$ cat src/design/lstw_pkg.sv
package lstw_pkg;

  // Datapath widths of the rotator.
  localparam int unsigned XW = 36;
  localparam int unsigned ZW = 34;

  // Inverse CORDIC gain in Q0.32.
  localparam logic [31:0] KINV_Q32 = 32'h9B74_EDA8;

  // Configuration register indexes.
  localparam logic [2:0] REG_POSE_X    = 3'd0;
  localparam logic [2:0] REG_POSE_Y    = 3'd1;
  localparam logic [2:0] REG_HEADING   = 3'd2;
  localparam logic [2:0] REG_ANG_START = 3'd3;
  localparam logic [2:0] REG_ANG_STEP  = 3'd4;
  localparam logic [2:0] REG_RANGE_MIN = 3'd5;
  localparam logic [2:0] REG_RANGE_MAX = 3'd6;

  typedef struct packed {
    logic [31:0] pose_x_mm;
    logic [31:0] pose_y_mm;
    logic [31:0] pose_heading;
    logic [31:0] angle_start;
    logic [30:0] angle_step;
    logic [15:0] range_min_mm;
    logic [15:0] range_max_mm;
  } cfg_t;

  typedef struct packed {
    logic                 ok;
    logic                 last;
    logic [1:0]           quad;
    logic signed [XW-1:0] x;
    logic signed [XW-1:0] y;
    logic signed [ZW-1:0] z;
  } cell_t;

  typedef struct packed {
    logic signed [31:0] world_x_mm;
    logic signed [31:0] world_y_mm;
    logic               point_valid;
    logic               last_point;
  } point_t;

  // atan(2^-i) in units of 2^-32 turn, rounded.
  function automatic logic [31:0] atan_lookup(input logic [4:0] idx);
    logic [31:0] a;
    case (idx)
      5'd0:  a = 32'h2000_0000;
      5'd1:  a = 32'h12E4_051E;
      5'd2:  a = 32'h09FB_385B;
      5'd3:  a = 32'h0511_11D4;
      5'd4:  a = 32'h028B_0D43;
      5'd5:  a = 32'h0145_D7E1;
      5'd6:  a = 32'h00A2_F61E;
      5'd7:  a = 32'h0051_7C55;
      5'd8:  a = 32'h0028_BE53;
      5'd9:  a = 32'h0014_5F2F;
      5'd10: a = 32'h000A_2F98;
      5'd11: a = 32'h0005_17CC;
      5'd12: a = 32'h0002_8BE6;
      5'd13: a = 32'h0001_45F3;
      5'd14: a = 32'h0000_A2FA;
      5'd15: a = 32'h0000_517D;
      5'd16: a = 32'h0000_28BE;
      5'd17: a = 32'h0000_145F;
      5'd18: a = 32'h0000_0A30;
      5'd19: a = 32'h0000_0518;
      5'd20: a = 32'h0000_028C;
      5'd21: a = 32'h0000_0146;
      5'd22: a = 32'h0000_00A3;
      5'd23: a = 32'h0000_0051;
      5'd24: a = 32'h0000_0029;
      5'd25: a = 32'h0000_0014;
      5'd26: a = 32'h0000_000A;
      5'd27: a = 32'h0000_0005;
      5'd28: a = 32'h0000_0003;
      5'd29: a = 32'h0000_0001;
      5'd30: a = 32'h0000_0001;
      default: a = 32'h0000_0000;
    endcase
    return a;
  endfunction

endpackage

$ cat src/design/lstw_front.sv
module lstw_front import lstw_pkg::*; (
  input  logic        clk_i,
  input  logic        rst_ni,
  input  logic        en_i,
  input  cfg_t        cfg_i,
  input  logic        vld_i,
  input  logic [15:0] beam_index_i,
  input  logic [15:0] range_mm_i,
  input  logic        range_invalid_i,
  input  logic        last_beam_i,
  output logic        vld_o,
  output cell_t       cell_o
);

  logic        a_vld_q;
  logic        a_ok_q, a_ok_d;
  logic        a_last_q;
  logic [31:0] a_prod_q;
  logic [31:0] a_x0_q;
  logic [46:0] prod;
  logic [47:0] scaled;

  logic        b_vld_q;
  cell_t       b_q, b_d;
  logic [31:0] phi, phi_bias, zres;
  logic [1:0]  quad;

  // Stage A: both multiplies and the range filter.
  assign prod   = {31'd0, beam_index_i} * {16'd0, cfg_i.angle_step};
  assign scaled = {32'd0, range_mm_i} * {16'd0, KINV_Q32};
  assign a_ok_d = !range_invalid_i && (range_mm_i >= cfg_i.range_min_mm)
                  && (range_mm_i <= cfg_i.range_max_mm);

  always_ff @(posedge clk_i or negedge rst_ni) begin
    if (!rst_ni) begin
      a_vld_q <= 1'b0;
    end else if (en_i) begin
      a_vld_q <= vld_i;
    end
  end

  always_ff @(posedge clk_i) begin
    if (en_i) begin
      a_ok_q   <= a_ok_d;
      a_last_q <= last_beam_i;
      a_prod_q <= prod[31:0];
      a_x0_q   <= scaled[47:16];
    end
  end

  // Stage B: total angle, quadrant and residual.
  assign phi      = cfg_i.pose_heading + cfg_i.angle_start + a_prod_q;
  assign phi_bias = phi + 32'h2000_0000;
  assign quad     = phi_bias[31:30];
  assign zres     = phi - {quad, 30'd0};

  always_comb begin
    b_d      = '0;
    b_d.ok   = a_ok_q;
    b_d.last = a_last_q;
    b_d.quad = quad;
    b_d.x    = signed'({{(XW-32){1'b0}}, a_x0_q});
    b_d.y    = '0;
    b_d.z    = signed'({{(ZW-32){zres[31]}}, zres});
  end

  always_ff @(posedge clk_i or negedge rst_ni) begin
    if (!rst_ni) begin
      b_vld_q <= 1'b0;
    end else if (en_i) begin
      b_vld_q <= a_vld_q;
    end
  end

  always_ff @(posedge clk_i) begin
    if (en_i) begin
      b_q <= b_d;
    end
  end

  assign vld_o  = b_vld_q;
  assign cell_o = b_q;

endmodule

$ cat config.mk
export PLATFORM = sky130hd
export DESIGN_NAME = lstw_front
export DESIGN_NICKNAME = d
export VERILOG_FILES = /design/src/design/lstw_pkg.sv /design/src/design/lstw_front.sv
export SDC_FILE = /design/constraint.sdc
export NUM_CORES = 2
export LEC_CHECK = 0
export BUFFER_PORTS_ARGS = -buffer_cell sky130_fd_sc_hd__buf_2
export CAP_MARGIN = 15
export CORE_MARGIN = 10
export CORE_UTILIZATION = 45
export DETAILED_ROUTE_END_ITERATION = 12
export GPL_TIMING_DRIVEN = 0
export PLACE_DENSITY = 0.77
export SYNTH_ARGS = -nofsm -noshare
export SYNTH_HDL_FRONTEND = slang
export SYNTH_SLANG_ARGS = --single-unit
$ cat constraint.sdc
create_clock -name clk_i -period 3.67 [get_ports clk_i]
set_input_delay 1.101 -clock clk_i [delete_from_list [all_inputs] [get_ports clk_i]]
set_output_delay 1.101 -clock clk_i [all_outputs]
set_load 0.03 [all_outputs]
==> results summary <==
The flow ran to the end, but the final reports show violations. The final reports fail on negative setup slack. The mean instance size in the synthesized netlist is 10.1 um^2. The launching element of the worst setup path is beam_index_i[1]. Yosys instantiated no cell more often than inv_1. The estimated wirelength of the detail-placed design is 58.1 mm. The number of antenna violations at the first check in global routing came to 5. In the final design database the tool counted a little over 4000 nets. The number of endpoints with negative hold slack in the final report is 0.

The number of flops mapped to enable cells by yosys is approximately 130. The instance count after placement with tap cells included came out at between 3000 and 4000. The number of placed I/O pins is 340. The data required time at the worst endpoint is 3.88 ns.

After synthesis the netlist holds a flip-flop and latch count of 134. After synthesis, the cell types taking the most area are fa_1, edfxtp_1, ha_1, inv_1, nand2_1. The number of standard cells in the final layout excluding fillers is between 3000 and 4000. In this run, the number of DRC markers left after iteration 0 of detailed routing was 1158. The worst relative slew slack came out at 0.532. The number of clock buffers inserted by TritonCTS is 17. Based on the critical path, the design can be clocked at up to 147 MHz. Clock latency on the worst-skew pair, taken at its later pin, is approximately 0.46 ns. For the worst setup path, the data arrival time is around 7.0 ns.

The highest net fanout along the worst path is 10. During synthesis, Yosys emitted a total of 0 warnings. After synthesis the cells add up to roughly 26000 um^2. The area of the core is about 58000 um^2. Buffers placed on the I/O ports in this run total between 200 and 250. Setup repair after global routing could not meet its margin everywhere. The floorplan die area came out at slightly below 70000 um^2. The cell sitting at the root of the clock tree is a clkbuf_16. The count of distinct cell types in the synthesized netlist came out at 72. The number of endpoints failing setup at the final stage is 64. The classification of the worst setup path is input port to flop. The number of iterations in the first detailed-routing pass is 5. In the final layout, the share of cells above drive strength 1 is 0.251.

The part of the cycle the worst path needs came out at 1.86. No sink is reached through more buffers than the 2 on the longest clock path. The startpoint kind of the worst setup timing path is an input port.

The time the worst path needs with I/O delays and setup came out at 6.82 ns. The actual transition at the worst max-transition pin came out at 0.702 ns. Final hold analysis gives a worst-case slack of around 0.42 ns. The horizontal extent of the die came out at around 260 um.

The count of maximum capacitance violations is 0. The final worst clock skew came out at ~0.026 ns. The final count of pins violating max slew came out at 0.

The commonest cells after synthesis are inv_1, fa_1, nand2_1, ha_1, and2_1. Among all flip-flop cells after synthesis, the most frequent one is edfxtp_1. The clock drives 134 sinks. Global routing finished with a remaining overflow of 0. The number of instances in the synthesized netlist came out at 2601. The worst register-to-register path ends at cell_o[107].

The cell area after placement is between 20000 and 30000 um^2. The startpoint of the worst-slack reg-to-reg timing path is a_prod_q[1]. The timing endpoint of the critical path is a_prod_q[30]. The H-tree depth is 4.

The proportion of synthesized chip area in sequential cells is 0.153. The number of global-route vias before repair came out at between 20000 and 25000. The element type at the critical path end is a flop. The via density per instance is roughly 5.1. The share of the synthesized area in the top cell type is 0.394.

The flop-to-flop setup slack came out at -0.29 ns. The maximum number of pins on one net before global-route repair came out at between 90 and 100. From synthesis to final layout, the design area changed by 24.9%. The setup TNS came out at -136.58 ns. The path category of the worst min-delay check is input port to asynchronous set/reset pin. The total global routing track utilization came out at 0.215. The clock tree from TritonCTS is built. The first-pass GRT wire length is 113 mm. Of all cell types, the one taking the most synthesized area is fa_1. The average wire per cell in the routed design is 19.6 um. The total non-filler cell area in the finished layout is between 30000 and 40000 um^2.

The total routed wirelength came out at about 74 mm. The vertical die dimension came out at between 200 and 300 um. The final route contains 19400 vias. The DRC violations left came out at 0.

The count of cells along the worst register-to-register path is 17. The site row count came out at between 80 and 90. Once routing completed, OpenROAD measured the worst setup slack at -3.15 ns.

Counting flops with an async set or reset pin after synthesis yields a share of 0.0149. The detail route stage leaves a number of antenna-violating nets equal to 0. The clock-pin slew on the worst setup and hold paths is approximately 0.070 ns. The initial utilization of the core area, before any placement, comes to 0.454. At the end of routability-driven placement, the weighted congestion stood at 0.949.
## how the worst min path moves through the flow
stage | slack [ns] | depth (start not counted) | endpoint
6_report | 0.42 | 1 | vld_o
5_1_grt | 0.40 | 1 | vld_o
4_1_cts | 0.40 | 1 | vld_o
3_5_place_dp | 0.40 | 0 | cell_o[96]
3_3_place_gp | 0.40 | 0 | cell_o[108]
2_1_floorplan | 0.40 | 0 | cell_o[100]
## worst max-delay path: stages
cell and delay [ns]:
buf_2 0.15, clkbuf_8 0.20, nand2_1 0.08, fa_1 0.58, fa_2 0.44, fa_2 0.55
inv_2 0.05, fa_2 0.41, fa_1 0.51, inv_1 0.05, fa_1 0.49, inv_2 0.05
ha_4 0.28, and4_4 0.24, a221o_1 0.18, a31oi_4 0.05, or4_4 0.48, a311oi_4 0.38
a41oi_2 0.20, a21oi_2 0.23, nor4b_1 0.08, a211o_1 0.25
## repair_timing
action / 4_1_cts / 5_1_grt
gates cloned: 3 / 0
endpoints found under the setup margin: 73 / 69
gates resized for setup: 349 / 181
buffers inserted: 80 / 63
hold buffers: 0 / 0
pin swaps: 84 / 103
## cell families (layout without fill, tap and decap cells)
logic type               after synthesis  after routing  share of synthesized area
multiplexers                           3              3                    0.00124
flip-flops                           134            134                      0.153
AND/OR/NAND/NOR                      565            565                      0.103
AO/OA/AOI/OAI                        230            230                     0.0613
buffers and inverters                757           1146                      0.115
adder cells (fa/ha/maj)              796            796                      0.528
other                                  1             45                   0.000143
XOR/XNOR                             115            115                     0.0385
## cells in the final DEF, fill, tap and decap left out, drive strengths merged, types with 53 or more instances in the layout
cell type,count
a21oi,78
nor2,53
inv,656
clkbuf,60
fa,516
edfxtp,132
buf,419
and2,143
nand2,287
ha,280
xnor2,88
## metrics by stage
stage	setup slack, ns	utilization
finish	-3.15	0.567
global placement	-4.33	0.500
detailed placement	-4.34	0.501
global route	-3.31	0.567
CTS	-3.12	0.549
floorplan	-3.31	-
## flip-flops by register name, indices dropped and copies added (netlist names)
name      flops
cell_o       66
a_prod_q     32
a_last_q      1
a_ok_q        1
vld_o         1
a_x0_q       32
a_vld_q       1
## layer usage
layer | global-route usage | part of all wire | vias to the layer above
li1 | - | - | 8696
met1 | 0.243 | 0.36 | 9703
met2 | 0.389 | 0.52 | 799
met3 | 0.0437 | 0.072 | 208
met4 | 0.0926 | 0.041 | 2
met5 | 0 | 0.00015 | -
## layout make-up
type                    instances  area [um^2]
fillers                      4716        25000
multi-input cells            1749        20900
flip-flops and latches        134         4010
repair buffers                361         2610
inverters                     654         2460
plain buffers                  99         1160
well taps                     765          957
clock buffers                  19          433
clock inverters                13          196
diodes                          5         12.5
Power is left out: the tool's default activity adds up to more than one toggle a clock period on the data nets, which glitch-free logic cannot reach.
