--- src/design/lstw_pkg.sv ---
package lstw_pkg;

  // Datapath widths of the rotator.
  localparam int unsigned XW = 36;
  localparam int unsigned ZW = 34;

  // Inverse CORDIC gain in Q0.32.
  localparam logic [31:0] KINV_Q32 = 32'h9B74_EDA8;

  // Configuration register indexes.
  localparam logic [2:0] REG_POSE_X    = 3'd0;
  localparam logic [2:0] REG_POSE_Y    = 3'd1;
  localparam logic [2:0] REG_HEADING   = 3'd2;
  localparam logic [2:0] REG_ANG_START = 3'd3;
  localparam logic [2:0] REG_ANG_STEP  = 3'd4;
  localparam logic [2:0] REG_RANGE_MIN = 3'd5;
  localparam logic [2:0] REG_RANGE_MAX = 3'd6;

  typedef struct packed {
    logic [31:0] pose_x_mm;
    logic [31:0] pose_y_mm;
    logic [31:0] pose_heading;
    logic [31:0] angle_start;
    logic [30:0] angle_step;
    logic [15:0] range_min_mm;
    logic [15:0] range_max_mm;
  } cfg_t;

  typedef struct packed {
    logic                 ok;
    logic                 last;
    logic [1:0]           quad;
    logic signed [XW-1:0] x;
    logic signed [XW-1:0] y;
    logic signed [ZW-1:0] z;
  } cell_t;

  typedef struct packed {
    logic signed [31:0] world_x_mm;
    logic signed [31:0] world_y_mm;
    logic               point_valid;
    logic               last_point;
  } point_t;

  // atan(2^-i) in units of 2^-32 turn, rounded.
  function automatic logic [31:0] atan_lookup(input logic [4:0] idx);
    logic [31:0] a;
    case (idx)
      5'd0:  a = 32'h2000_0000;
      5'd1:  a = 32'h12E4_051E;
      5'd2:  a = 32'h09FB_385B;
      5'd3:  a = 32'h0511_11D4;
      5'd4:  a = 32'h028B_0D43;
      5'd5:  a = 32'h0145_D7E1;
      5'd6:  a = 32'h00A2_F61E;
      5'd7:  a = 32'h0051_7C55;
      5'd8:  a = 32'h0028_BE53;
      5'd9:  a = 32'h0014_5F2F;
      5'd10: a = 32'h000A_2F98;
      5'd11: a = 32'h0005_17CC;
      5'd12: a = 32'h0002_8BE6;
      5'd13: a = 32'h0001_45F3;
      5'd14: a = 32'h0000_A2FA;
      5'd15: a = 32'h0000_517D;
      5'd16: a = 32'h0000_28BE;
      5'd17: a = 32'h0000_145F;
      5'd18: a = 32'h0000_0A30;
      5'd19: a = 32'h0000_0518;
      5'd20: a = 32'h0000_028C;
      5'd21: a = 32'h0000_0146;
      5'd22: a = 32'h0000_00A3;
      5'd23: a = 32'h0000_0051;
      5'd24: a = 32'h0000_0029;
      5'd25: a = 32'h0000_0014;
      5'd26: a = 32'h0000_000A;
      5'd27: a = 32'h0000_0005;
      5'd28: a = 32'h0000_0003;
      5'd29: a = 32'h0000_0001;
      5'd30: a = 32'h0000_0001;
      default: a = 32'h0000_0000;
    endcase
    return a;
  endfunction

endpackage

--- src/design/lstw_finish.sv ---
module lstw_finish import lstw_pkg::*; (
  input  logic   clk_i,
  input  logic   rst_ni,
  input  logic   en_i,
  input  cfg_t   cfg_i,
  input  logic   vld_i,
  input  cell_t  cell_i,
  output logic   vld_o,
  output point_t point_o
);

  localparam logic [1:0] QUAD_0 = 2'd0;
  localparam logic [1:0] QUAD_1 = 2'd1;
  localparam logic [1:0] QUAD_2 = 2'd2;

  localparam logic signed [XW-1:0] HALF = XW'(32768);
  localparam int unsigned RW = XW - 16;

  logic                 vld_q;
  point_t               point_q, point_d;
  logic signed [XW-1:0] lx, ly, lx_r, ly_r;
  logic signed [RW-1:0] rx, ry;
  logic signed [33:0]   sx, sy;

  function automatic logic [31:0] sat32(input logic signed [33:0] v);
    logic [31:0] r;
    if (v[33:31] == 3'b000 || v[33:31] == 3'b111) begin
      r = v[31:0];
    end else if (v[33]) begin
      r = 32'h8000_0000;
    end else begin
      r = 32'h7FFF_FFFF;
    end
    return r;
  endfunction

  // Exact quarter turns undo the quadrant folding done ahead of the rotator.
  always_comb begin
    case (cell_i.quad)
      QUAD_0: begin
        lx = cell_i.x;
        ly = cell_i.y;
      end
      QUAD_1: begin
        lx = -cell_i.y;
        ly = cell_i.x;
      end
      QUAD_2: begin
        lx = -cell_i.x;
        ly = -cell_i.y;
      end
      default: begin
        lx = cell_i.y;
        ly = -cell_i.x;
      end
    endcase
  end

  assign lx_r = (lx + HALF) >>> 16;
  assign ly_r = (ly + HALF) >>> 16;
  assign rx   = lx_r[RW-1:0];
  assign ry   = ly_r[RW-1:0];
  assign sx   = signed'({{2{cfg_i.pose_x_mm[31]}}, cfg_i.pose_x_mm})
                + signed'({{(34-RW){rx[RW-1]}}, rx});
  assign sy   = signed'({{2{cfg_i.pose_y_mm[31]}}, cfg_i.pose_y_mm})
                + signed'({{(34-RW){ry[RW-1]}}, ry});

  always_comb begin
    point_d             = '0;
    point_d.point_valid = cell_i.ok;
    point_d.last_point  = cell_i.last;
    if (cell_i.ok) begin
      point_d.world_x_mm = sat32(sx);
      point_d.world_y_mm = sat32(sy);
    end
  end

  always_ff @(posedge clk_i or negedge rst_ni) begin
    if (!rst_ni) begin
      vld_q <= 1'b0;
    end else if (en_i) begin
      vld_q <= vld_i;
    end
  end

  always_ff @(posedge clk_i) begin
    if (en_i) begin
      point_q <= point_d;
    end
  end

  assign vld_o   = vld_q;
  assign point_o = point_q;

endmodule

--- config.mk ---
export PLATFORM = sky130hd
export DESIGN_NAME = lstw_finish
export DESIGN_NICKNAME = d
export VERILOG_FILES = /design/src/design/lstw_pkg.sv /design/src/design/lstw_finish.sv
export SDC_FILE = /design/constraint.sdc
export NUM_CORES = 1
export LEC_CHECK = 0
export ABC_AREA = 1
export BUFFER_PORTS_ARGS = -buffer_cell sky130_fd_sc_hd__buf_2
export CAP_MARGIN = 30
export CORE_MARGIN = 5
export CORE_UTILIZATION = 35
export DETAILED_ROUTE_END_ITERATION = 8
export PLACE_DENSITY_LB_ADDON = 0.15
export SLEW_MARGIN = 0
export SYNTH_ARGS = -nofsm -noshare
export SYNTH_HDL_FRONTEND = slang
export SYNTH_SLANG_ARGS = --single-unit
--- constraint.sdc ---
create_clock -name clk_i -period 1.99 [get_ports clk_i]
set_input_delay 0.0995 -clock clk_i [delete_from_list [all_inputs] [get_ports clk_i]]
set_output_delay 0.0995 -clock clk_i [all_outputs]
set_load 0.03 [all_outputs]
==> results_dict.tcl <==
set metrics [dict create \
    finalCritPeriodShare 2.01 \
    wl_per_cell_um 16.1 \
    r2r_cells 1 \
    ys.flop_type "edfxtp_1" \
    cts_tree "yes" \
    fmax_mhz 250 \
    fin_crit_ns 4.01 \
    p_int_mw 6.25 \
    slowest_stage "ha_4" \
    critical_path.max_fanout 12 \
    critical_path.top_delay_family "simple AND/OR/NAND/NOR gates" \
    placed_area_um2 16200 \
    pwr-share-comb 0.692 \
    grt_setup_unrepaired "true" \
    numClockSinks 67 \
    slew_headroom 0.590 \
    overflow 0 \
    syn-cell-area_um2 10500 \
    antenna_found_initial 0 \
    place_congestion 0.961 \
    vdd_ir_drop_max_v 0.000479 \
    post-route-drc-count 0 \
    wirelength_um 45400 \
    power.net_switching_mw 4.77 \
    synth-seq-cells 67 \
    synth_edf_count 66 \
    cts_buffer_depth 2 \
    end_kind "flop" \
    synth_area_per_cell_um2 6.30 \
    hpwl_um 37000 \
    detail-route-antenna-nets 0 \
    grt_pass1_wl_um 69100 \
    io_pins 372 \
    nets 2810 \
    fin_ws_ns -2.02 \
    cts.clk_slew.worst_paths_ns 0.05 \
    violations "negative setup slack" \
    crit_required_ns 2.05 \
    clock_skew_ns 0 \
    start_util 0.354 \
    maxCapViolCount 0 \
    ys_async_sr_fraction 0.0149 \
    row_count 63 \
    coreArea_um2 29600 \
    slew_violations 0 \
    syn-num-nets 2041 \
    finish.instance_area_um2 18600 \
    vias_per_cell 4.93 \
    cpPeakStageDelay_ns 0.32 \
    p_leak_nw 8.80 \
    worstMarginPinSlew_ns 0.615 \
    grt_util_all_layers 0.255 \
    n_antenna_cell 0 \
    share_seq_of_total_power 0.180 \
    ys_warn_count 0 \
    min_path_type "in2reg" \
    htreeDepth 3 \
    fp.dieH_um 183 \
    insertion_delay_ns 0.32 \
    syn_to_final_growth_pct 77.7 \
    clockRootBuffer "clkbuf_16" \
    fp.dieW_um 183 \
    num_vias 13900 \
    swShare 0.433 \
    grt_max_degree 65 \
    drtPass1Iterations 5 \
    fp.dieArea_um2 33400 \
    drt_iter0_markers 759 \
    synth_cell_types 54 \
    pwr-share-clk 0.128 \
    cp.depth 34 \
    cp_num_buf_inv 8 \
    outcome "finished, violations left" \
    io_buffer_count 210 \
    drive_gt1_frac 0.505 \
    power_density_nw_per_um2 593 \
    cts_made_buffers 9 \
    whs_path_depth 2 \
    place_ws_ns -2.51 \
    setup_viol 64 \
    grt_pass1_vias 13800 \
    fill_cells 2825 \
    critPathLaunchType "input port" \
    crit_type "in2reg" \
    worst_ep_arrival_time_ns 4.06 \
    synth_cells 1660 \
    ys_seq_area_frac 0.192 \
    hold_viol_final 0 \
]
what timing repair did:
item | 4_1_cts | 5_1_grt
cloned | 9 | 1
gates resized for setup | 185 | 176
pin swaps | 27 | 97
endpoints found under the setup margin | 64 | 64
hold buffers | 3 | 0
buffers inserted | 42 | 28
endpoints found under the hold margin | 3 | 0
power groups by stage:
stage	registers [mW]	logic [mW]	clock network, mW
6_report	1.98	7.63	1.41
3_3_place_gp	2.01	6.27	0
3_5_place_dp	2.01	6.34	0
4_1_cts	1.98	7.17	1.39
5_1_grt	2.01	8.23	1.46
2_1_floorplan	2.50	2.99	0
routing by layer:
metal	track usage	wire (um)	up-vias	share of wire
li1	-	-	7092	-
met1	0.321	19400	6320	0.43
met2	0.453	22100	418	0.49
met3	0.0214	2060	91	0.045
met4	0.0974	1820	0	0.040
met5	0	0	-	0
kinds of logic after synthesis:
| group | after synthesis | synth area share |
|---|---|---|
| and+or+nand+nor | 925 | 0.393 |
| AOI/OAI and AO/OA | 303 | 0.171 |
| buffers and inverters | 205 | 0.0812 |
| xor gates and xnor gates | 83 | 0.0695 |
| adders and majority gates | 76 | 0.0923 |
| DFF | 67 | 0.192 |
| muxes | 1 | 0.00108 |
synthesized netlist by cell type (3+ instances only):
library cell / instances / share of area
nor4_1: 6 / 0.0036
o21a_1: 9 / 0.0065
nor2_1: 181 / 0.065
inv_2: 14 / 0.0050
a21oi_2: 36 / 0.030
a211oi_1: 4 / 0.0029
inv_1: 151 / 0.054
a21oi_1: 110 / 0.053
nand3_1: 136 / 0.065
nand2_1: 479 / 0.17
xor2_1: 58 / 0.049
nor2_4: 11 / 0.012
nand3b_1: 3 / 0.0022
o211ai_1: 3 / 0.0022
nand3_2: 6 / 0.0057
nor2_2: 32 / 0.019
buf_6: 5 / 0.0054
nor3_1: 17 / 0.0081
buf_4: 8 / 0.0057
a21o_1: 7 / 0.0050
o221ai_1: 3 / 0.0025
nand2_2: 15 / 0.0090
xnor2_1: 25 / 0.021
nand4_1: 27 / 0.016
edfxtp_1: 66 / 0.19
buf_2: 9 / 0.0043
clkbuf_1: 14 / 0.0050
o21ai_1: 21 / 0.010
a21boi_0: 4 / 0.0029
a31oi_1: 6 / 0.0036
o21ai_0: 87 / 0.042
ha_1: 74 / 0.089
o21bai_1: 6 / 0.0043
per-stage QoR:
stage	TNS, ns	instances	utilization	power [mW]	hold WS, ns
after floorplan	-104.05	1660	-	5.50	-0.196
after global placement	-143.06	2730	0.548	8.28	-0.123
after detailed placement	-147.74	2730	0.548	8.35	-0.123
after CTS	-119.89	2799	0.599	10.5	0.0114
after global routing	-140.77	2824	0.629	11.7	0.0135
final	-126.40	2824	0.629	11.0	0.0112
placed cells by master (no fill, tap or decap), types with 27 or more instances in the layout:
| cell type | synthesis | routed |
|---|---|---|
| edfxtp_1 | 66 | 66 |
| a21oi_1 | 110 | 69 |
| ha_1 | 74 | 40 |
| buf_2 | 9 | 193 |
| ha_4 | 0 | 34 |
| o21ai_1 | 21 | 27 |
| nor2_4 | 11 | 48 |
| nand2_2 | 15 | 87 |
| buf_4 | 8 | 547 |
| a21oi_2 | 36 | 70 |
| nor2_2 | 32 | 57 |
| nand2_1 | 479 | 389 |
| nor2_1 | 181 | 120 |
| nand3_1 | 136 | 115 |
| inv_2 | 14 | 31 |
| xor2_1 | 58 | 57 |
| o21ai_0 | 87 | 72 |
| inv_1 | 151 | 130 |
| nand4_1 | 27 | 27 |
area by class of cell:
type	count	area, um^2	share of cell area
multi-input cells	1391	9290	0.500
clock buffers	9	225	0.0121
inverters	168	646	0.0347
flip-flops and latches	67	2010	0.108
repair buffers	792	5900	0.317
well taps	390	488	0.0262
clock inverters	7	35.0	0.00188
worst paths after layout:
check                                start           to  slack [ns]
worst max register to register       vld_o        vld_o        1.24
min in group asynchronous           rst_ni        vld_o        0.07
max in group asynchronous           rst_ni        vld_o        1.84
worst max-delay path            cell_i[38]  point_o[52]       -2.02
worst min-delay path                 vld_i        vld_o        0.01
worst min register to register       vld_o        vld_o        0.53
flip-flops by register name (all words and copies together), names as in the netlist:
signal	flops
point_o	66
vld_o	1
Note: power is estimated with default switching activity, not from simulation.
