--- src/design/lstw_pkg.sv ---
package lstw_pkg;

  // Datapath widths of the rotator.
  localparam int unsigned XW = 36;
  localparam int unsigned ZW = 34;

  // Inverse CORDIC gain in Q0.32.
  localparam logic [31:0] KINV_Q32 = 32'h9B74_EDA8;

  // Configuration register indexes.
  localparam logic [2:0] REG_POSE_X    = 3'd0;
  localparam logic [2:0] REG_POSE_Y    = 3'd1;
  localparam logic [2:0] REG_HEADING   = 3'd2;
  localparam logic [2:0] REG_ANG_START = 3'd3;
  localparam logic [2:0] REG_ANG_STEP  = 3'd4;
  localparam logic [2:0] REG_RANGE_MIN = 3'd5;
  localparam logic [2:0] REG_RANGE_MAX = 3'd6;

  typedef struct packed {
    logic [31:0] pose_x_mm;
    logic [31:0] pose_y_mm;
    logic [31:0] pose_heading;
    logic [31:0] angle_start;
    logic [30:0] angle_step;
    logic [15:0] range_min_mm;
    logic [15:0] range_max_mm;
  } cfg_t;

  typedef struct packed {
    logic                 ok;
    logic                 last;
    logic [1:0]           quad;
    logic signed [XW-1:0] x;
    logic signed [XW-1:0] y;
    logic signed [ZW-1:0] z;
  } cell_t;

  typedef struct packed {
    logic signed [31:0] world_x_mm;
    logic signed [31:0] world_y_mm;
    logic               point_valid;
    logic               last_point;
  } point_t;

  // atan(2^-i) in units of 2^-32 turn, rounded.
  function automatic logic [31:0] atan_lookup(input logic [4:0] idx);
    logic [31:0] a;
    case (idx)
      5'd0:  a = 32'h2000_0000;
      5'd1:  a = 32'h12E4_051E;
      5'd2:  a = 32'h09FB_385B;
      5'd3:  a = 32'h0511_11D4;
      5'd4:  a = 32'h028B_0D43;
      5'd5:  a = 32'h0145_D7E1;
      5'd6:  a = 32'h00A2_F61E;
      5'd7:  a = 32'h0051_7C55;
      5'd8:  a = 32'h0028_BE53;
      5'd9:  a = 32'h0014_5F2F;
      5'd10: a = 32'h000A_2F98;
      5'd11: a = 32'h0005_17CC;
      5'd12: a = 32'h0002_8BE6;
      5'd13: a = 32'h0001_45F3;
      5'd14: a = 32'h0000_A2FA;
      5'd15: a = 32'h0000_517D;
      5'd16: a = 32'h0000_28BE;
      5'd17: a = 32'h0000_145F;
      5'd18: a = 32'h0000_0A30;
      5'd19: a = 32'h0000_0518;
      5'd20: a = 32'h0000_028C;
      5'd21: a = 32'h0000_0146;
      5'd22: a = 32'h0000_00A3;
      5'd23: a = 32'h0000_0051;
      5'd24: a = 32'h0000_0029;
      5'd25: a = 32'h0000_0014;
      5'd26: a = 32'h0000_000A;
      5'd27: a = 32'h0000_0005;
      5'd28: a = 32'h0000_0003;
      5'd29: a = 32'h0000_0001;
      5'd30: a = 32'h0000_0001;
      default: a = 32'h0000_0000;
    endcase
    return a;
  endfunction

endpackage

--- src/design/lstw_cordic_cell.sv ---
module lstw_cordic_cell import lstw_pkg::*; #(
  parameter int unsigned STAGE = 0
) (
  input  logic  clk_i,
  input  logic  rst_ni,
  input  logic  en_i,
  input  logic  vld_i,
  input  cell_t cell_i,
  output logic  vld_o,
  output cell_t cell_o
);

  logic                 vld_q;
  cell_t                cell_q, cell_d;
  logic signed [XW-1:0] dx, dy;
  logic signed [ZW-1:0] ang;

  assign dx  = cell_i.y >>> STAGE;
  assign dy  = cell_i.x >>> STAGE;
  assign ang = signed'({{(ZW-32){1'b0}}, atan_lookup(5'(STAGE))});

  // Rotate toward zero residual angle by one micro-rotation.
  always_comb begin
    cell_d = cell_i;
    if (!cell_i.z[ZW-1]) begin
      cell_d.x = cell_i.x - dx;
      cell_d.y = cell_i.y + dy;
      cell_d.z = cell_i.z - ang;
    end else begin
      cell_d.x = cell_i.x + dx;
      cell_d.y = cell_i.y - dy;
      cell_d.z = cell_i.z + ang;
    end
  end

  always_ff @(posedge clk_i or negedge rst_ni) begin
    if (!rst_ni) begin
      vld_q <= 1'b0;
    end else if (en_i) begin
      vld_q <= vld_i;
    end
  end

  always_ff @(posedge clk_i) begin
    if (en_i) begin
      cell_q <= cell_d;
    end
  end

  assign vld_o  = vld_q;
  assign cell_o = cell_q;

endmodule

--- config.mk ---
export PLATFORM = sky130hd
export DESIGN_NAME = lstw_cordic_cell
export DESIGN_NICKNAME = d
export VERILOG_FILES = /design/src/design/lstw_pkg.sv /design/src/design/lstw_cordic_cell.sv
export SDC_FILE = /design/constraint.sdc
export NUM_CORES = 1
export LEC_CHECK = 0
export ABC_AREA = 0
export BUFFER_PORTS_ARGS = -buffer_cell sky130_fd_sc_hd__buf_2
export CAP_MARGIN = 15
export CORE_MARGIN = 1
export CORE_UTILIZATION = 56
export CTS_CLUSTER_DIAMETER = 80
export DETAILED_ROUTE_END_ITERATION = 10
export PLACE_DENSITY = 0.82
export SETUP_SLACK_MARGIN = 0.5
export SLEW_MARGIN = 5
export SYNTH_ARGS = -nofsm -noshare
export SYNTH_HDL_FRONTEND = slang
export SYNTH_SLANG_ARGS = --single-unit
--- constraint.sdc ---
create_clock -name clk_i -period 0.85 [get_ports clk_i]
set_input_delay 0.0425 -clock clk_i [delete_from_list [all_inputs] [get_ports clk_i]]
set_output_delay 0.0425 -clock clk_i [all_outputs]
set_load 0.05 [all_outputs]
==> results of run 1 <==
-- kinds of logic after synthesis --
| logic type | after synthesis | share of synthesized area, % |
|---|---|---|
| simple gates | 288 | 14.0 |
| xor+xnor | 69 | 6.12 |
| flops | 110 | 33.4 |
| compound gates | 371 | 24.1 |
| mux | 15 | 1.53 |
| buf+inv | 162 | 6.27 |
| fa+ha+maj | 112 | 14.5 |
-- cells in the mapped netlist (all sizes together), types with 16 or more instances --
cell / instances
a211oi: 22
a21o: 29
a21oi: 123
clkbuf: 34
edfxtp: 109
ha: 108
inv: 111
nand2: 63
nand3: 16
nor2: 104
nor3: 23
o21ai: 68
o21bai: 25
xnor2: 57
-- metrics by stage --
stage / utilization [%] / setup TNS (ps)
detailed placement: 84.2 / -112260
global placement: 84.2 / -108700
floorplan: - / -75670
==> run_results.csv, run 1 <==
group,metric,value,unit
logic_synthesis,syn-num-nets,1353,
clock_tree,cts.path.max_buffers,2,
logic_synthesis,synth_top_area_cell,"edfxtp_1",
floorplanning,ios,225,
placed_design,io_buffer_count,224,
logic_synthesis,synth.ff_latch_count,110,
logic_synthesis,ys.flop_type,"edfxtp_1",
floorplanning,die_h,135,µm
logic_synthesis,synthArstFlopShare,0.909,%
clock_tree,ctsResizeCount,482,
logic_synthesis,yosysWarnings,0,
placed_design,dp_cells,1904,
logic_synthesis,synth.avg_cell_area,8.76,µm²
clock_tree,htree_levels,3,
placed_design,dp_slack,-2110,ps
clock_tree,cts_setup_buffers,53,
floorplanning,chipWidth,135,µm
clock_tree,cts_inserted_buffers,9,
logic_synthesis,yosysTopAreaCellShare,33.1,%
clock_tree,clockRootBuffer,"clkbuf_16",
floorplanning,initial_core_util,57.3,%
floorplanning,rows,48,
outcome,status,"stopped before the end",
clock_tree,cts_hold_buf,1,
placed_design,place_hpwl,31.3,mm
outcome,first-error,"[ERROR DPL-0033] detailed placement checks failed during check placement.",
clock_tree,clock_sinks,110,
outcome,lastStage,"4_1_cts",
logic_synthesis,netlist_area,9880,µm²
logic_synthesis,syn_inst,1127,
logic_synthesis,synth_edf_count,109,
logic_synthesis,ys_top_cells_by_area,"edfxtp_1 (33%), ha_1 (14%), a21oi_1 (6.2%)",
placed_design,place_area,14500,µm²
logic_synthesis,ys_seq_area_share,33.4,%
placed_design,place_congestion,1.02,
logic_synthesis,yosys.cell_types.count,68,
==> inputs of run 2 (changes only) <==
--- a/config.mk
+++ b/config.mk
@@ -9,11 +9,9 @@
 export BUFFER_PORTS_ARGS = -buffer_cell sky130_fd_sc_hd__buf_2
 export CAP_MARGIN = 15
 export CORE_MARGIN = 1
-export CORE_UTILIZATION = 56
-export CTS_CLUSTER_DIAMETER = 80
+export CORE_UTILIZATION = 40
 export DETAILED_ROUTE_END_ITERATION = 10
-export PLACE_DENSITY = 0.82
-export SETUP_SLACK_MARGIN = 0.5
+export PLACE_DENSITY_LB_ADDON = 0.15
 export SLEW_MARGIN = 5
 export SYNTH_ARGS = -nofsm -noshare
 export SYNTH_HDL_FRONTEND = slang
==> run_results.csv, run 2 <==
group,metric,value,unit
detailed_routing,drc,0,
power_and_ir_drop,switching_share,41.4,%
final_layout,largest_reg_flops,109,
logic_synthesis,synth.ff_latch_count,110,
floorplanning,rows,57,
flow_run,drv_cap,0,
logic_synthesis,yosys.cell_count.top_type,"a21oi_1",
clock_tree,clockRootBuffer,"clkbuf_16",
detailed_routing,drt_iter0_drc,854,
logic_synthesis,yosysTopAreaCellShare,33.1,%
detailed_routing,wire_per_inst,18.9,µm
logic_synthesis,netlist_area,9880,µm²
floorplanning,core,24200,µm²
floorplanning,chipWidth,159,µm
final_layout,final_cell_mix,"buf_4 (389), buf_6 (171), edfxtp_1 (109), buf_2 (97), inv_1 (90)",
global_route,first_global_vias,11666,
placed_design,io_buffer_count,224,
detailed_routing,viasPerCell,5.35,
global_route,grt_max_degree,89,
timing,rsz0062_at_grt,"yes",
detailed_routing,ant_nets,0,
logic_synthesis,yosys.cell_types.count,68,
critical_path,r2r_cells,1,
placed_design,place_area,14800,µm²
global_route,antenna_found_initial,1,
logic_synthesis,synth_top_area_cell,"edfxtp_1",
hold_path,min_from,"en_i",
clock_tree,cts.path.max_buffers,2,
critical_path,r2r-start,"vld_o$_DFFE_PN0P_",
timing,drv_slew,0,
timing,period_share,272,%
final_layout,final_common_cell,"buf_4",
power_and_ir_drop,internal-power,15.7,mW
logic_synthesis,ys_seq_area_share,33.4,%
power_and_ir_drop,power.share.sequential,27.6,%
critical_path,r2r_slack,70,ps
power_and_ir_drop,vdd_drop_max,0.000945,V
detailed_routing,drt_pass1_iterations,5,
logic_synthesis,synth_edf_count,109,
timing,relSlewSlack,63.3,%
timing,period_minus_slack,2310,ps
critical_path,crit_chain,"buf_8, inv_4, ha_4, and2b_1, or4_4, a211oi_4, a21oi_2, a311oi_2, nor3_4, o21a_1, a2bb2oi_2, xor2_1",
logic_synthesis,ys.flop_type,"edfxtp_1",
placed_design,place_hpwl,29.3,mm
floorplanning,ios,225,
floorplanning,die-area,25300,µm²
timing,final_hold_viol_count,0,
final_layout,multi_input_area,7680,µm²
timing,holdWs,20.3,ps
placed_design,place_congestion,0.955,
global_route,grt_pass1_wl,62.8,mm
final_layout,fillers,1703,
clock_tree,htree_levels,3,
clock_tree,clk_pin_slew,100,ps
power_and_ir_drop,p_leak,8.16,nW
timing,fin_setup_tns,-93510,ps
logic_synthesis,ys_top_cells_by_area,"edfxtp_1 (33%), ha_1 (14%), a21oi_1 (6.2%)",
critical_path,crit_start,"cell_i[40]",
final_layout,ff_latch_area,3300,µm²
timing,clock_skew,0,ps
power_and_ir_drop,switching_power,11.1,mW
power_and_ir_drop,clkPwrFrac,17.2,%
final_layout,final_layout_size_suffix_gt1_share,53.2,%
outcome,violations,"negative setup slack",
global_route,grtUsageTotal,31.4,%
timing,max_freq,432,MHz
clock_tree,clock_sinks,110,
clock_tree,clkLatencyLatePin,380,ps
clock_tree,cts_tree,"built",
power_and_ir_drop,p_comb_share,55.2,%
critical_path,cp-start-kind,"input pin",
logic_synthesis,syn_inst,1127,
critical_path,worstPathMaxFanout,6,
floorplanning,die_h,159,µm
detailed_routing,drt-total-wl,40.3,mm
critical_path,critPathCaptureType,"flip-flop",
logic_synthesis,synthArstFlopShare,0.909,%
logic_synthesis,synth.avg_cell_area,8.76,µm²
critical_path,crit_arrival,2460,ps
logic_synthesis,synthTopCellsByCount,"a21oi_1 (123), inv_1 (111), edfxtp_1 (109)",
hold_path,min-delay-path-class,"input pin to flip-flop",
critical_path,r2r-end,"vld_o$_DFFE_PN0P_",
final_layout,nNetsFinal,2032,
critical_path,worstSetupEndpoint,"cell_o[69]$_DFFE_PP_",
final_layout,area_growth,85.0,%
global_route,grt_overflow,0,
critical_path,slowest_delay,520,ps
clock_tree,cts_inserted_buffers,9,
outcome,status,"complete, but fails checks",
timing,setup_ws,-1460,ps
critical_path,crit_slowest_cell,"or4_4",
power_and_ir_drop,power.total,26.8,mW
logic_synthesis,yosysWarnings,0,
timing,tightest_slew,548,ps
critical_path,crit_required,1000,ps
power_and_ir_drop,p_per_area,1470,nW/µm²
timing,finalSetupViolations,185,
logic_synthesis,syn-num-nets,1353,
final_layout,design_area,18300,µm²
floorplanning,initial_core_util,40.7,%
critical_path,crit_type,"input pin to flip-flop",
detailed_routing,vias,11438,
placed_design,dp_slack,-2110,ps
[run 2: timing repair]
action	CTS	global route
resized for setup	516	82
endpoints found under the hold margin	35	0
endpoints found under the setup margin	185	185
hold buffers	36	0
pin swaps	152	78
buffers inserted	50	24
[run 2: critical path, delay by kind of cell]
kind | cells | cell delay, ps
adders and majority gates | 1 | 190
and+or+nand+nor | 3 | 790
xor gates and xnor gates | 1 | 140
buffers and inverters | 2 | 150
AOI/OAI and AO/OA | 5 | 1140
[run 2: cell type report]
class | instances | area share, %
sequential | 110 | 18.1
clock inverter | 7 | 0.418
multi-input combinational | 855 | 42.0
clock buffer | 9 | 1.23
timing repair buffer | 717 | 33.4
tap | 324 | 2.22
inverter | 113 | 2.60
antenna | 1 | 0.0137
[run 2: cell families after synthesis]
logic type	synth area share, %
compound gates	24.1
xor+xnor	6.12
fa+ha+maj	14.5
buf+inv	6.27
flops	33.4
mux	1.53
simple gates	14.0
[run 2: metal layers]
metal	global-route usage (%)	part of all wire (%)	vias up
met1	40.0	43	5463
met4	10.4	3.1	0
met2	55.3	49	466
met5	0	0	-
met3	3.36	5.3	88
li1	-	-	5421
[run 2: worst min path at each step]
stage,to,slack (ps),cells past startpoint
finish,cell_o[93]$_DFFE_PP_,20,1
global route,cell_o[93]$_DFFE_PP_,20,1
CTS,cell_o[93]$_DFFE_PP_,20,1
detailed placement,vld_o$_DFFE_PN0P_,-180,1
global placement,vld_o$_DFFE_PN0P_,-180,1
floorplan,vld_o$_DFFE_PN0P_,-250,0
[run 2: stage by stage]
step | cells | util [%]
after floorplan | 1127 | -
after global placement | 2027 | 61.1
after detailed placement | 2027 | 61.1
after CTS | 2120 | 73.6
after global routing | 2136 | 75.4
final | 2136 | 75.4
[run 2: power by group through the flow]
stage	sequential [mW]	clock (mW)	combinational (mW)
after global routing	7.48	4.82	15.6
after floorplan	10.0	0	4.29
after global placement	7.31	0	11.5
after CTS	7.39	4.63	14.2
final	7.41	4.60	14.8
after detailed placement	7.31	0	11.6
Note: power is estimated with default switching activity, not from simulation.
